<file path="src/rtl/core/itoa_pkg.sv">
// Shared types, codes and character constants for the integer to ASCII formatter.
// No dependencies.
package itoa_pkg;

    localparam int VALUE_BITS_DEF = 32;
    localparam int IN_BITS        = 32;

    typedef logic [1:0] cmd_t;
    typedef logic [7:0] char_t;
    typedef logic [3:0] digit_t;

    localparam cmd_t CMD_SDEC = 2'd0;
    localparam cmd_t CMD_UDEC = 2'd1;
    localparam cmd_t CMD_HEX  = 2'd2;
    localparam cmd_t CMD_PTR  = 2'd3;

    localparam char_t CH_ZERO  = 8'h30;
    localparam char_t CH_A     = 8'h61;
    localparam char_t CH_MINUS = 8'h2d;
    localparam char_t CH_X     = 8'h78;

    typedef struct packed {
        logic clear;
        logic load_hex;
        logic dabble;
        logic shift_out;
        logic dec_mode;
    } dctl_t;

    function automatic char_t digit_char(digit_t d);
        if (d < 4'd10)
        begin
            return CH_ZERO + char_t'(d);
        end
        return CH_A + char_t'(d - 4'd10);
    endfunction

endpackage

</file>
<file path="src/rtl/core/itoa_digits.sv">
// Digit shift register: bit-serial binary to BCD (shift and add three) or direct hex load,
// then shifted out one digit per cycle from the top. Depends on itoa_pkg.
module itoa_digits #(
    parameter int VALUE_BITS = itoa_pkg::VALUE_BITS_DEF,
    parameter int NDEC       = 10,
    parameter int NHEX       = 8
) (
    input  logic                  clk,
    input  itoa_pkg::dctl_t       ctl,
    input  logic                  bit_in,
    input  logic [VALUE_BITS-1:0] hex_val,
    output itoa_pkg::digit_t      top_digit
);
    import itoa_pkg::*;

    localparam int NDIG = (NDEC > NHEX) ? NDEC : NHEX;
    localparam int W    = 4 * NDIG;

    logic [W-1:0] dig_reg;
    logic [W-1:0] dig_next;
    logic [W-1:0] adj;

    always_comb
    begin
        for (int i = 0; i < NDIG; i++)
        begin
            if (dig_reg[4*i +: 4] >= 4'd5)
            begin
                adj[4*i +: 4] = dig_reg[4*i +: 4] + 4'd3;
            end
            else
            begin
                adj[4*i +: 4] = dig_reg[4*i +: 4];
            end
        end
    end

    always_comb
    begin
        dig_next = dig_reg;
        if (ctl.clear)
        begin
            dig_next = '0;
        end
        else if (ctl.load_hex)
        begin
            dig_next = W'(hex_val);
        end
        else if (ctl.dabble)
        begin
            dig_next = {adj[W-2:0], bit_in};
        end
        else if (ctl.shift_out)
        begin
            dig_next = {dig_reg[W-5:0], 4'h0};
        end
    end

    always_ff @(posedge clk)
    begin
        dig_reg <= dig_next;
    end

    assign top_digit = ctl.dec_mode ? dig_reg[4*NDEC-1 -: 4] : dig_reg[4*NHEX-1 -: 4];

endmodule

</file>
<file path="src/rtl/core/integer_to_ascii_formatter.sv">
// Integer to ASCII formatter top level: command port, sequencer and character output register.
// Depends on itoa_pkg and itoa_digits.
//
// A number is taken when start is high and busy is low; its characters then appear one per
// strobe, most significant first, and the receiver must take each one in the cycle it is shown.
// Decimal modes first run the bit-serial conversion, then show a minus sign if needed and
// scan the digit slots (10 slots at 32 bits). Hex modes skip the conversion and scan one
// slot per nibble (8 at 32 bits); pointer mode first shows the 0x prefix. Leading zeros are
// dropped in the digit scan: those slots give no strobe, but the final digit is always shown.
// busy falls in the cycle the last character is shown, and a new start may be given in that
// same cycle.
module integer_to_ascii_formatter #(
    parameter int VALUE_BITS = itoa_pkg::VALUE_BITS_DEF
) (
    input  logic                           clk,
    input  logic                           rst_n,
    input  logic                           start,
    input  itoa_pkg::cmd_t                 cmd,
    input  logic [itoa_pkg::IN_BITS-1:0]   value,
    output logic                           busy,
    output logic                           strobe,
    output itoa_pkg::char_t                ascii_char,
    output logic                           last
);
    import itoa_pkg::*;

    localparam int NDEC = (VALUE_BITS * 30103) / 100000 + 1;
    localparam int NHEX = (VALUE_BITS + 3) / 4;
    localparam int CW   = $clog2(VALUE_BITS + 1);

    localparam logic [1:0] ST_IDLE = 2'd0;
    localparam logic [1:0] ST_CONV = 2'd1;
    localparam logic [1:0] ST_PFX  = 2'd2;
    localparam logic [1:0] ST_DIG  = 2'd3;

    logic [1:0]            state_reg, state_next;
    logic [CW-1:0]         cnt_reg, cnt_next;
    logic [VALUE_BITS-1:0] mag_reg, mag_next;
    logic                  dec_reg, dec_next;
    logic                  dash_reg, dash_next;
    logic                  pz_reg, pz_next;
    logic                  px_reg, px_next;
    logic                  seen_reg, seen_next;
    logic                  strobe_reg, strobe_next;
    logic                  last_reg, last_next;
    char_t                 char_reg, char_next;

    logic [VALUE_BITS-1:0] val_w;
    logic [VALUE_BITS-1:0] val_neg;
    logic                  accept;
    logic                  in_dec;
    logic                  in_dash;
    dctl_t                 dctl;
    digit_t                top_digit;

    generate
        if (VALUE_BITS <= IN_BITS)
        begin : g_trim
            assign val_w = value[VALUE_BITS-1:0];
        end
        else
        begin : g_extend
            assign val_w = {{(VALUE_BITS-IN_BITS){1'b0}}, value};
        end
    endgenerate

    assign val_neg = ~val_w + {{(VALUE_BITS-1){1'b0}}, 1'b1};
    assign accept  = start && (state_reg == ST_IDLE);
    assign in_dec  = (cmd == CMD_SDEC) || (cmd == CMD_UDEC);
    assign in_dash = (cmd == CMD_SDEC) && val_w[VALUE_BITS-1];

    itoa_digits #(
        .VALUE_BITS (VALUE_BITS),
        .NDEC       (NDEC),
        .NHEX       (NHEX)
    ) u_digits (
        .clk       (clk),
        .ctl       (dctl),
        .bit_in    (mag_reg[VALUE_BITS-1]),
        .hex_val   (val_w),
        .top_digit (top_digit)
    );

    always_comb
    begin
        state_next  = state_reg;
        cnt_next    = cnt_reg;
        mag_next    = mag_reg;
        dec_next    = dec_reg;
        dash_next   = dash_reg;
        pz_next     = pz_reg;
        px_next     = px_reg;
        seen_next   = seen_reg;
        strobe_next = 1'b0;
        last_next   = 1'b0;
        char_next   = char_reg;
        dctl        = '0;
        dctl.dec_mode = dec_reg;

        case (state_reg)
            ST_IDLE:
            begin
                if (accept)
                begin
                    dec_next  = in_dec;
                    dash_next = in_dash;
                    pz_next   = (cmd == CMD_PTR);
                    px_next   = (cmd == CMD_PTR);
                    seen_next = 1'b0;
                    mag_next  = in_dash ? val_neg : val_w;
                    if (in_dec)
                    begin
                        dctl.clear = 1'b1;
                        cnt_next   = CW'(VALUE_BITS);
                        state_next = ST_CONV;
                    end
                    else
                    begin
                        dctl.load_hex = 1'b1;
                        cnt_next      = CW'(NHEX);
                        state_next    = (cmd == CMD_PTR) ? ST_PFX : ST_DIG;
                    end
                end
            end
            ST_CONV:
            begin
                dctl.dabble = 1'b1;
                mag_next    = {mag_reg[VALUE_BITS-2:0], 1'b0};
                cnt_next    = cnt_reg - 1'b1;
                if (cnt_reg == CW'(1))
                begin
                    cnt_next   = CW'(NDEC);
                    state_next = dash_reg ? ST_PFX : ST_DIG;
                end
            end
            ST_PFX:
            begin
                strobe_next = 1'b1;
                if (dash_reg)
                begin
                    char_next  = CH_MINUS;
                    dash_next  = 1'b0;
                    state_next = ST_DIG;
                end
                else if (pz_reg)
                begin
                    char_next = CH_ZERO;
                    pz_next   = 1'b0;
                end
                else
                begin
                    char_next  = CH_X;
                    px_next    = 1'b0;
                    state_next = ST_DIG;
                end
            end
            ST_DIG:
            begin
                dctl.shift_out = 1'b1;
                cnt_next       = cnt_reg - 1'b1;
                // drop leading zeros, keep the final digit
                if (seen_reg || (top_digit != 4'd0) || (cnt_reg == CW'(1)))
                begin
                    strobe_next = 1'b1;
                    char_next   = digit_char(top_digit);
                    last_next   = (cnt_reg == CW'(1));
                    seen_next   = 1'b1;
                end
                if (cnt_reg == CW'(1))
                begin
                    state_next = ST_IDLE;
                end
            end
            default:
            begin
                state_next = ST_IDLE;
            end
        endcase
    end

    always_ff @(posedge clk or negedge rst_n)
    begin
        if (!rst_n)
        begin
            state_reg  <= ST_IDLE;
            strobe_reg <= 1'b0;
            last_reg   <= 1'b0;
        end
        else
        begin
            state_reg  <= state_next;
            strobe_reg <= strobe_next;
            last_reg   <= last_next;
        end
    end

    always_ff @(posedge clk)
    begin
        cnt_reg  <= cnt_next;
        mag_reg  <= mag_next;
        dec_reg  <= dec_next;
        dash_reg <= dash_next;
        pz_reg   <= pz_next;
        px_reg   <= px_next;
        seen_reg <= seen_next;
        char_reg <= char_next;
    end

    assign busy       = (state_reg != ST_IDLE);
    assign strobe     = strobe_reg;
    assign ascii_char = char_reg;
    assign last       = last_reg;

endmodule

</file>
<file path="config.mk">
export PLATFORM = sky130hd
export DESIGN_NAME = integer_to_ascii_formatter
export DESIGN_NICKNAME = d
export VERILOG_FILES = /design/src/rtl/core/itoa_pkg.sv /design/src/rtl/core/itoa_digits.sv /design/src/rtl/core/integer_to_ascii_formatter.sv
export SDC_FILE = /design/constraint.sdc
export NUM_CORES = 1
export LEC_CHECK = 0
export BUFFER_PORTS_ARGS = -buffer_cell sky130_fd_sc_hd__buf_4
export CAP_MARGIN = 20
export CORE_UTILIZATION = 61
export CTS_CLUSTER_DIAMETER = 200
export DETAILED_ROUTE_END_ITERATION = 12
export PLACE_DENSITY = 0.78
export SLEW_MARGIN = 40
export SYNTH_ARGS = -nofsm -noshare
export SYNTH_HDL_FRONTEND = slang
export SYNTH_SLANG_ARGS = --single-unit
</file>
<file path="constraint.sdc">
create_clock -name clk -period 4.5 [get_ports clk]
set_input_delay 0.225 -clock clk [delete_from_list [all_inputs] [get_ports clk]]
set_output_delay 0.225 -clock clk [all_outputs]
set_load 0.1 [all_outputs]
</file>
==> impl_metrics.yaml, run 1 <==
synthesis:
  ys_warn_count: 0
  async_reset_ff_share_pct: 4.26
  synth_cell_types: 53
  yosys-top-cells-area: "edfxtp_1, dfxtp_1, ha_1"
  synth_top_flop_cell: "edfxtp_1"
  synth_common_cells: "a21oi_1, nand2_1, o21ai_0"
  synth_top_area_cell: "edfxtp_1"
  syn-num-nets: 752
  yosysMostFrequentCell: "a21oi_1"
  synthCells: 681
  synth_edf_count: 50
  syn_avg_cell_area_um2: 9.04
  yosysSeqAreaShare_pct: 39.0
  synthDominantCellAreaShare_pct: 24.4
  netlist_area_mm2: 0.00615
  synth_seq_cells: 94
critical_path:
  critPathKind: "flop to flop"
  regToRegSetupSlack_ns: 2.09
  cp.required_ns: 4.78
  r2r_end: "u_digits.dig_reg[15]"
  endpoint_kind: "flop"
  crit_path_max_incr_delay_ns: 0.64
  cp-startpoint: "state_reg[1]"
  cp_slowest_cell: "nor2_1"
  cp_cell_sequence: "ha_4 > inv_1 > nor2_1 > a32oi_1 > a31oi_1"
  critical_path_buf_inv_count: 1
  reg2regPathDepth: 5
  cp_max_fo: 47
  startpoint_type: "flop"
  cp_top_family: "simple AND/OR/NAND/NOR gates"
  r2r_start: "state_reg[1]"
  arrival_ns: 2.69
drt:
  wl_per_cell_um: 17.0
  route.detailed.drc: 0
  firstDrtPassIters: 5
  drtIter0Drc: 612
  postRouteAntennaNets: 0
  drt_wl_total_um: 14400
  via_count: 5294
  via_per_inst: 6.24
cts:
  cts_root_buffer: "clkbuf_8"
  clk_latency_ns: 0.37
  cts_made_buffers: 9
  cts_resized: 0
  cts_max_level: 3
  cts_tree: "built"
  cts_setup_buffers: 0
  cts.path.max_buffers: 2
  hold_buffers: 1
  cts.clk_slew.worst_paths_ns: 0.09
  clock-sinks: 94
layout:
  fin_nets: 781
  area_growth_pct: 10.5
  fill_cells: 778
  largest_reg_flops: 40
  n_antenna_cell: 0
  drive_gt1_share_pct: 13.7
global_routing:
  track_usage_pct: 28.6
  grt_pass1_wl_um: 23200
  grt_max_degree: 91
  grt_pass1_vias: 4908
  antenna_found_initial: 0
  gr-total-overflow: 0
floorplan:
  rows: 36
  chipWidth_um: 102
  die_h_um: 102
  die_area_mm2: 0.0105
  core_mm2: 0.00977
  start_util_pct: 63.0
  pin_count: 48
worst_hold_path:
  hold_path_class: "primary input to flop"
  min_to: "u_digits.dig_reg[25]"
  holdPathStages: 3
  min_from: "value[25]"
place:
  dpl.hpwl_um: 10000
  port_buffers: 47
  pre_cts_slack_ns: 1.99
  gp_congestion: 0.844
sta:
  final-max-slew-violation-count: 0
  holdWs_ns: 0.0873
  relSlewSlack_pct: 48.6
  min_period_over_period_pct: 53.5
  max_clock_freq_mhz: 416
  hold_viol_final: 0
  worst_pin_slew_ns: 0.764
  layout_setup_ws_ns: 2.09
  finalSetupTns_ns: 0
  skew_ns: 0.00826
  setup_viol: 0
  fin_crit_ns: 2.41
  rsz0062_at_grt: "no"
power:
  power_mw: 5.23
  p_leak_nw: 2.65
  cellPowerDensity_mw_per_mm2: 769
  ir_drop_uv: 458
job:
  cap_violations: 0
outcome:
  outcome: "finished, final reports clean"
kinds of logic (layout without fill, tap and decap cells):
group | after synthesis | count (layout) | share of synthesized area (%)
DFF | 94 | 94 | 39.0
xor gates and xnor gates | 46 | 46 | 6.55
other | 1 | 1 | 0.0609
muxes | 33 | 33 | 5.82
buffers and inverters | 73 | 107 | 4.74
and+or+nand+nor | 176 | 176 | 14.1
adders and majority gates | 34 | 34 | 6.91
AOI/OAI and AO/OA | 224 | 224 | 22.8
where the power goes:
group	switching (mW)	leakage (nW)	internal (mW)
combinational	1.77	1.69	1.12
clock	0.296	0.0991	0.259
sequential	0.347	0.862	1.44
worst min-delay path: stages:
cell and delay (ns):
buf_4 0.10, nand2_1 0.05, nand2_1 0.05
metrics by stage:
step                      instance area [µm²]  std cells  utilization [%]
after floorplan                          6150        681                -
after global placement                   6580        831             67.3
after detailed placement                 6590        831             67.4
after CTS                                6790        848             69.5
after global routing                     6800        848             69.5
final                                    6800        848             69.5
cells in the final DEF, fill, tap and decap left out, types with 13 or more instances in the layout:
cell type and n:
a21o_1 17, a21oi_1 65, a31oi_1 19, buf_4 53
clkbuf_8 13, dfxtp_1 40, edfxtp_1 50, ha_1 32
inv_1 34, mux2_2 18, mux2i_1 14, nand2_1 60
nand3_1 13, nor2_1 33, nor2b_1 14, nor3_1 17
o21ai_0 57, xnor2_1 30, xor2_1 16
per-layer routing:
metal | vias up | track usage [%] | wire, µm
met3 | 29 | 3.28 | 759
met4 | 0 | 13.1 | 329
met1 | 2512 | 37.3 | 6440
met5 | - | 0 | 0
met2 | 197 | 47.7 | 6860
li1 | 2556 | - | -
worst max path at each step:
stage / to / slack, ns / cells past startpoint
after global placement: u_digits.dig_reg[7] / 1.98 / 5
final: u_digits.dig_reg[15] / 2.09 / 5
after detailed placement: state_reg[0] / 1.99 / 7
after floorplan: mag_reg[0] / 0.55 / 6
after global routing: state_reg[0] / 1.80 / 7
after CTS: state_reg[0] / 1.95 / 7
final cells by class:
cell class / count / area, µm² / share of cell area, %
Multi-Input combinational cell: 514 / 3480 / 51.2
Inverter: 36 / 135 / 1.99
Tap cell: 133 / 166 / 2.45
Clock inverter: 3 / 16.3 / 0.239
Timing Repair Buffer: 55 / 419 / 6.17
Sequential cell: 94 / 2400 / 35.3
Clock buffer: 13 / 179 / 2.63
Note: power is estimated with default switching activity, not from simulation.
==> inputs of run 2 (changes only) <==
--- a/config.mk
+++ b/config.mk
@@ -7,10 +7,10 @@
 export LEC_CHECK = 0
 export BUFFER_PORTS_ARGS = -buffer_cell sky130_fd_sc_hd__buf_4
 export CAP_MARGIN = 20
-export CORE_UTILIZATION = 61
+export CORE_UTILIZATION = 55
 export CTS_CLUSTER_DIAMETER = 200
 export DETAILED_ROUTE_END_ITERATION = 12
-export PLACE_DENSITY = 0.78
+export PLACE_DENSITY = 0.74
 export SLEW_MARGIN = 40
 export SYNTH_ARGS = -nofsm -noshare
 export SYNTH_HDL_FRONTEND = slang
==> constraint.sdc (replaced) <==
create_clock -name clk -period 2 [get_ports clk]
set_input_delay 0.1 -clock clk [delete_from_list [all_inputs] [get_ports clk]]
set_output_delay 0.1 -clock clk [all_outputs]
set_load 0.1 [all_outputs]
==> impl_metrics.yaml, run 2 (synthesis results as in run 1) <==
outcome:
  outcome: "finished, final reports clean"
floorplan:
  chipWidth_um: 108
  rows: 38
  die_h_um: 108
  core_mm2: 0.0109
  die_area_mm2: 0.0116
  pin_count: 48
  start_util_pct: 56.5
critical_path:
  r2r_start: "dec_reg"
  regToRegSetupSlack_ns: 0.05
  critPathKind: "primary input to flop"
  cp_max_fo: 8
  r2r_end: "ascii_char[3]"
  reg2regPathDepth: 6
  arrival_ns: 2.14
  endpoint_kind: "flop"
  cp.required_ns: 2.14
  startpoint_type: "primary input"
place:
  gp_congestion: 0.876
  port_buffers: 47
  place_area_mm2: 0.00686
  dpl.hpwl_um: 10700
job:
  cap_violations: 0
cts:
  cts_made_buffers: 9
  clock-sinks: 94
  cts_root_buffer: "clkbuf_8"
  cts.clk_slew.worst_paths_ns: 0.09
  cts.path.max_buffers: 2
  cts_max_level: 3
  cts_tree: "built"
  clk_latency_ns: 0.38
worst_hold_path:
  min_from: "value[6]"
  hold_path_class: "primary input to flop"
  holdPathStages: 3
  min_to: "u_digits.dig_reg[6]"
sta:
  setup_viol: 0
  skew_ns: 0.00854
  fin_crit_ns: 2.00
  rsz0062_at_grt: "yes"
  holdWs_ns: 0.0424
  hold_viol_final: 0
  min_period_over_period_pct: 100
  final-max-slew-violation-count: 0
  max_clock_freq_mhz: 500
global_routing:
  grt_max_degree: 81
  grt_pass1_vias: 5229
  gr-total-overflow: 0
  track_usage_pct: 27.8
  grt_pass1_wl_um: 25100
  antenna_found_initial: 0
drt:
  dr.max_layer_used: "met4"
  drtIter0Drc: 424
  via_count: 5502
  wl_per_cell_um: 17.3
  wl_met3_um: 918
  firstDrtPassIters: 5
  wl_met2_um: 7370
  route.detailed.drc: 0
  via_per_inst: 6.13
  drt_wl_total_um: 15600
  m1WireLength_um: 6840
  postRouteAntennaNets: 0
power:
  cellPowerDensity_mw_per_mm2: 1670
  ir_drop_uv: 1220
  p_leak_nw: 2.88
  power_mw: 12.2
layout:
  area_growth_pct: 18.6
  final_cell_mix: "buf_4, a21oi_1, nand2_1"
  fin_nets: 824
  drive_gt1_share_pct: 17.8
  largest_reg_flops: 40
  final_common_cell: "buf_4"
  final_cell_area_mm2: 0.00730
  n_antenna_cell: 0
-- run 2: changes by cell type in the layout (fill, tap and decap cells not counted), moves of 2 or more --
cell	before	now
ha_1	32	30
mux2_2	18	16
nor3_1	17	15
clkbuf_1	0	3
buf_12	0	4
clkinv_2	1	3
dlygate4sd3_1	1	16
mux2_4	1	3
buf_4	53	77
clkbuf_8	13	9
ha_4	1	3
-- run 2: how the worst max path moves through the flow --
stage,start,endpoint,depth (start not counted)
after floorplan,state_reg[1],mag_reg[0],6
after global routing,value[5],mag_reg[15],8
after detailed placement,value[19],mag_reg[25],6
after global placement,value[19],mag_reg[25],6
after CTS,value[20],mag_reg[25],7
final,value[12],mag_reg[19],7
-- run 2: worst max-delay path: stages --
cell and delay [ns]:
dlygate4sd3_1 0.55, buf_4 0.18, or4_4 0.42, or4_1 0.40
o21ai_1 0.16, xnor2_1 0.08, mux2_2 0.25
-- run 2: layout make-up --
class,instances,area (µm²)
fill,864,3590
inverter,36,139
tap,140,175
clock inverter,4,23.8
timing repair buffer,97,818
multi-input combinational,515,3600
sequential,94,2400
clock buffer,12,135
-- run 2: power by group --
part / internal, mW / switching (mW)
combinational: 2.92 / 4.16
clock: 0.450 / 0.676
sequential: 3.23 / 0.761
-- run 2: metal layers --
metal / global-route usage (%) / up-vias
met5: 0 / -
met4: 11.3 / 0
met3: 5.21 / 40
met2: 46.3 / 196
met1: 35.4 / 2630
li1: - / 2636
-- run 2: stage by stage --
stage          utilization [%]  instances  setup TNS [ns]  worst slack, ns
5_1_grt                   67.0        898          -0.131          -0.0507
3_3_place_gp              63.0        865               0          0.00843
2_1_floorplan                -        681               0          0.00336
4_1_cts                   66.0        897               0           0.0207
3_5_place_dp              63.0        865         -0.0591          -0.0546
6_report                  67.0        898               0         0.000334
-- run 2: what timing repair did --
action	4_1_cts	5_1_grt
resized for setup	0	18
hold buffers	16	0
endpoints found under the setup margin	0	29
setup buffers	0	1
hold endpoints to repair	19	0
==> inputs of run 3 (changes only) <==
--- a/config.mk
+++ b/config.mk
@@ -5,6 +5,7 @@
 export SDC_FILE = /design/constraint.sdc
 export NUM_CORES = 1
 export LEC_CHECK = 0
+export ABC_AREA = 1
 export BUFFER_PORTS_ARGS = -buffer_cell sky130_fd_sc_hd__buf_4
 export CAP_MARGIN = 20
 export CORE_UTILIZATION = 55
==> impl_metrics.yaml, run 3 <==
outcome:
  outcome: "finished, final reports clean"
layout:
  area_growth_pct: 14.6
  stdcell_count: 1083
  drive_gt1_share_pct: 12.4
  final_common_cell: "nand2_1"
  largest_reg_flops: 40
  multiInputGateArea_mm2: 0.00346
  final_cell_mix: "nand2_1, inv_1, nor2_1"
  n_antenna_cell: 0
  fin_nets: 1006
  regArea_mm2: 0.00240
  final_cell_area_mm2: 0.00737
  fill_cells: 1017
critical_path:
  crit_path_max_incr_delay_ns: 0.51
  endpoint_kind: "flop"
  cp.required_ns: 2.11
  critical_path_buf_inv_count: 1
  r2r_start: "dec_reg"
  r2r_end: "ascii_char[3]"
  cp_max_fo: 8
  cp_cell_sequence: "o21ai_1 > ha_1 > nand4_1 > nand2_1 > o21ai_0 > buf_4"
  regToRegSetupSlack_ns: 0.06
  critPathKind: "flop to flop"
  arrival_ns: 2.05
  startpoint_type: "flop"
  reg2regPathDepth: 6
  cp_top_family: "compound AO/OA/AOI/OAI gates"
  cp_slowest_cell: "edfxtp_1"
power:
  cellPowerDensity_mw_per_mm2: 1690
  p_leak_nw: 3.26
  ir_drop_uv: 1140
sta:
  skew_ns: 0.00712
  relSlewSlack_pct: 66.2
  worst_pin_slew_ns: 0.503
  min_period_over_period_pct: 97.2
  layout_setup_ws_ns: 0.0554
  max_clock_freq_mhz: 514
  final-max-slew-violation-count: 0
  setup_viol: 0
  rsz0062_at_grt: "yes"
  finalSetupTns_ns: 0
  hold_viol_final: 0
  fin_crit_ns: 1.94
synthesis:
  yosysMostFrequentCell: "nand2_1"
  ys_warn_count: 0
  yosysSeqAreaShare_pct: 37.3
  netlist_area_mm2: 0.00644
  synthDominantCellAreaShare_pct: 23.3
  synth_cell_types: 43
  syn-num-nets: 955
  async_reset_ff_share_pct: 4.26
  synth_seq_cells: 94
  syn_avg_cell_area_um2: 7.28
  synth_common_cells: "nand2_1, inv_1, nor2_1"
  yosys-top-cells-area: "edfxtp_1, dfxtp_1, nand2_1"
  synth_edf_count: 50
  synth_top_flop_cell: "edfxtp_1"
  synthCells: 884
  synth_top_area_cell: "edfxtp_1"
drt:
  via_count: 6215
  wl_per_cell_um: 15.8
  drtIter0Drc: 531
  firstDrtPassIters: 7
  route.detailed.drc: 0
  postRouteAntennaNets: 0
  via_per_inst: 5.74
  drt_wl_total_um: 17100
worst_hold_path:
  min_from: "value[2]"
  hold_path_class: "primary input to flop"
  holdPathStages: 3
  min_to: "u_digits.dig_reg[2]"
global_routing:
  grt_max_degree: 79
  grt_pass1_vias: 5640
  antenna_found_initial: 0
  grt_pass1_wl_um: 27100
  gr-total-overflow: 0
  track_usage_pct: 29.3
floorplan:
  rows: 39
  start_util_pct: 56.4
  core_mm2: 0.0114
  chipWidth_um: 110
  die_area_mm2: 0.0121
  pin_count: 48
  die_h_um: 110
cts:
  clk_latency_ns: 0.35
  cts_setup_buffers: 0
  cts_made_buffers: 9
  cts_tree: "built"
  cts_root_buffer: "clkbuf_16"
  cts.path.max_buffers: 2
  clock-sinks: 94
  cts.clk_slew.worst_paths_ns: 0.07
  cts_max_level: 3
place:
  dpl.hpwl_um: 12600
  port_buffers: 47
  place_area_mm2: 0.00706
  pre_cts_slack_ns: -0.0397
  gp_congestion: 0.911
  place_inst: 1066
job:
  cap_violations: 0
==> run 3: metrics by stage <==
stage / hold slack (ns) / util, % / power [mW]
floorplan: -0.196 / - / 8.83
global placement: -0.101 / 61.7 / 10.4
detailed placement: -0.0954 / 61.8 / 10.7
CTS: 0.0468 / 64.4 / 12.4
global route: 0.0707 / 64.6 / 13.5
finish: 0.0488 / 64.6 / 12.4
==> run 3: cell type report <==
cell class,count,share of cell area (%)
clock inverter,5,0.679
multi-input combinational,640,47.0
timing repair buffer,71,7.92
inverter,119,6.26
sequential,94,32.6
clock buffer,11,3.16
tap,143,2.43
==> run 3: layer usage <==
layer,track usage [%],vias up,part of all wire (%)
met5,0,-,0
met4,14.2,0,3.1
met3,3.47,38,4.5
met2,51.9,206,51
met1,35.2,2896,41
li1,-,3075,-
==> run 3: worst max-delay path by stage <==
stage	startpoint	to	slack [ns]	cells past startpoint
CTS	dec_reg	ascii_char[4]	0.0003	7
detailed placement	dec_reg	ascii_char[4]	-0.04	7
floorplan	state_reg[0]	state_reg[0]	-0.06	7
finish	dec_reg	ascii_char[3]	0.06	6
global placement	dec_reg	ascii_char[3]	0.05	8
global route	dec_reg	ascii_char[3]	-0.08	8
==> run 3: repair_timing <==
item	in CTS	in global routing
hold buffers	1	0
endpoints found under the setup margin	4	33
gates resized for setup	2	7
endpoints found under the hold margin	4	0
cloned	0	0
==> run 3: logic make-up after synthesis <==
logic type	Yosys count	share of synthesized area, %
and+or+nand+nor	371	24.7
AOI/OAI and AO/OA	212	18.9
buffers and inverters	150	9.43
DFF	94	37.3
adders and majority gates	34	6.61
xor gates and xnor gates	22	2.99
other	1	0.0583
==> run 3: worst reg2reg max path, cell delays in order (launching register included) <==
cell      delay (ns)
edfxtp_1        0.51
o21ai_1         0.46
ha_1            0.25
nand4_1         0.09
nand2_1         0.11
o21ai_0         0.10
buf_4           0.18
==> run 3: where the power goes <==
part / total [mW] / internal [mW] / switching (mW)
Clock: 1.69 / 0.960 / 0.732
Combinational: 6.83 / 2.33 / 4.49
Sequential: 3.92 / 3.26 / 0.659
Total: 12.4 / 6.55 / 5.89
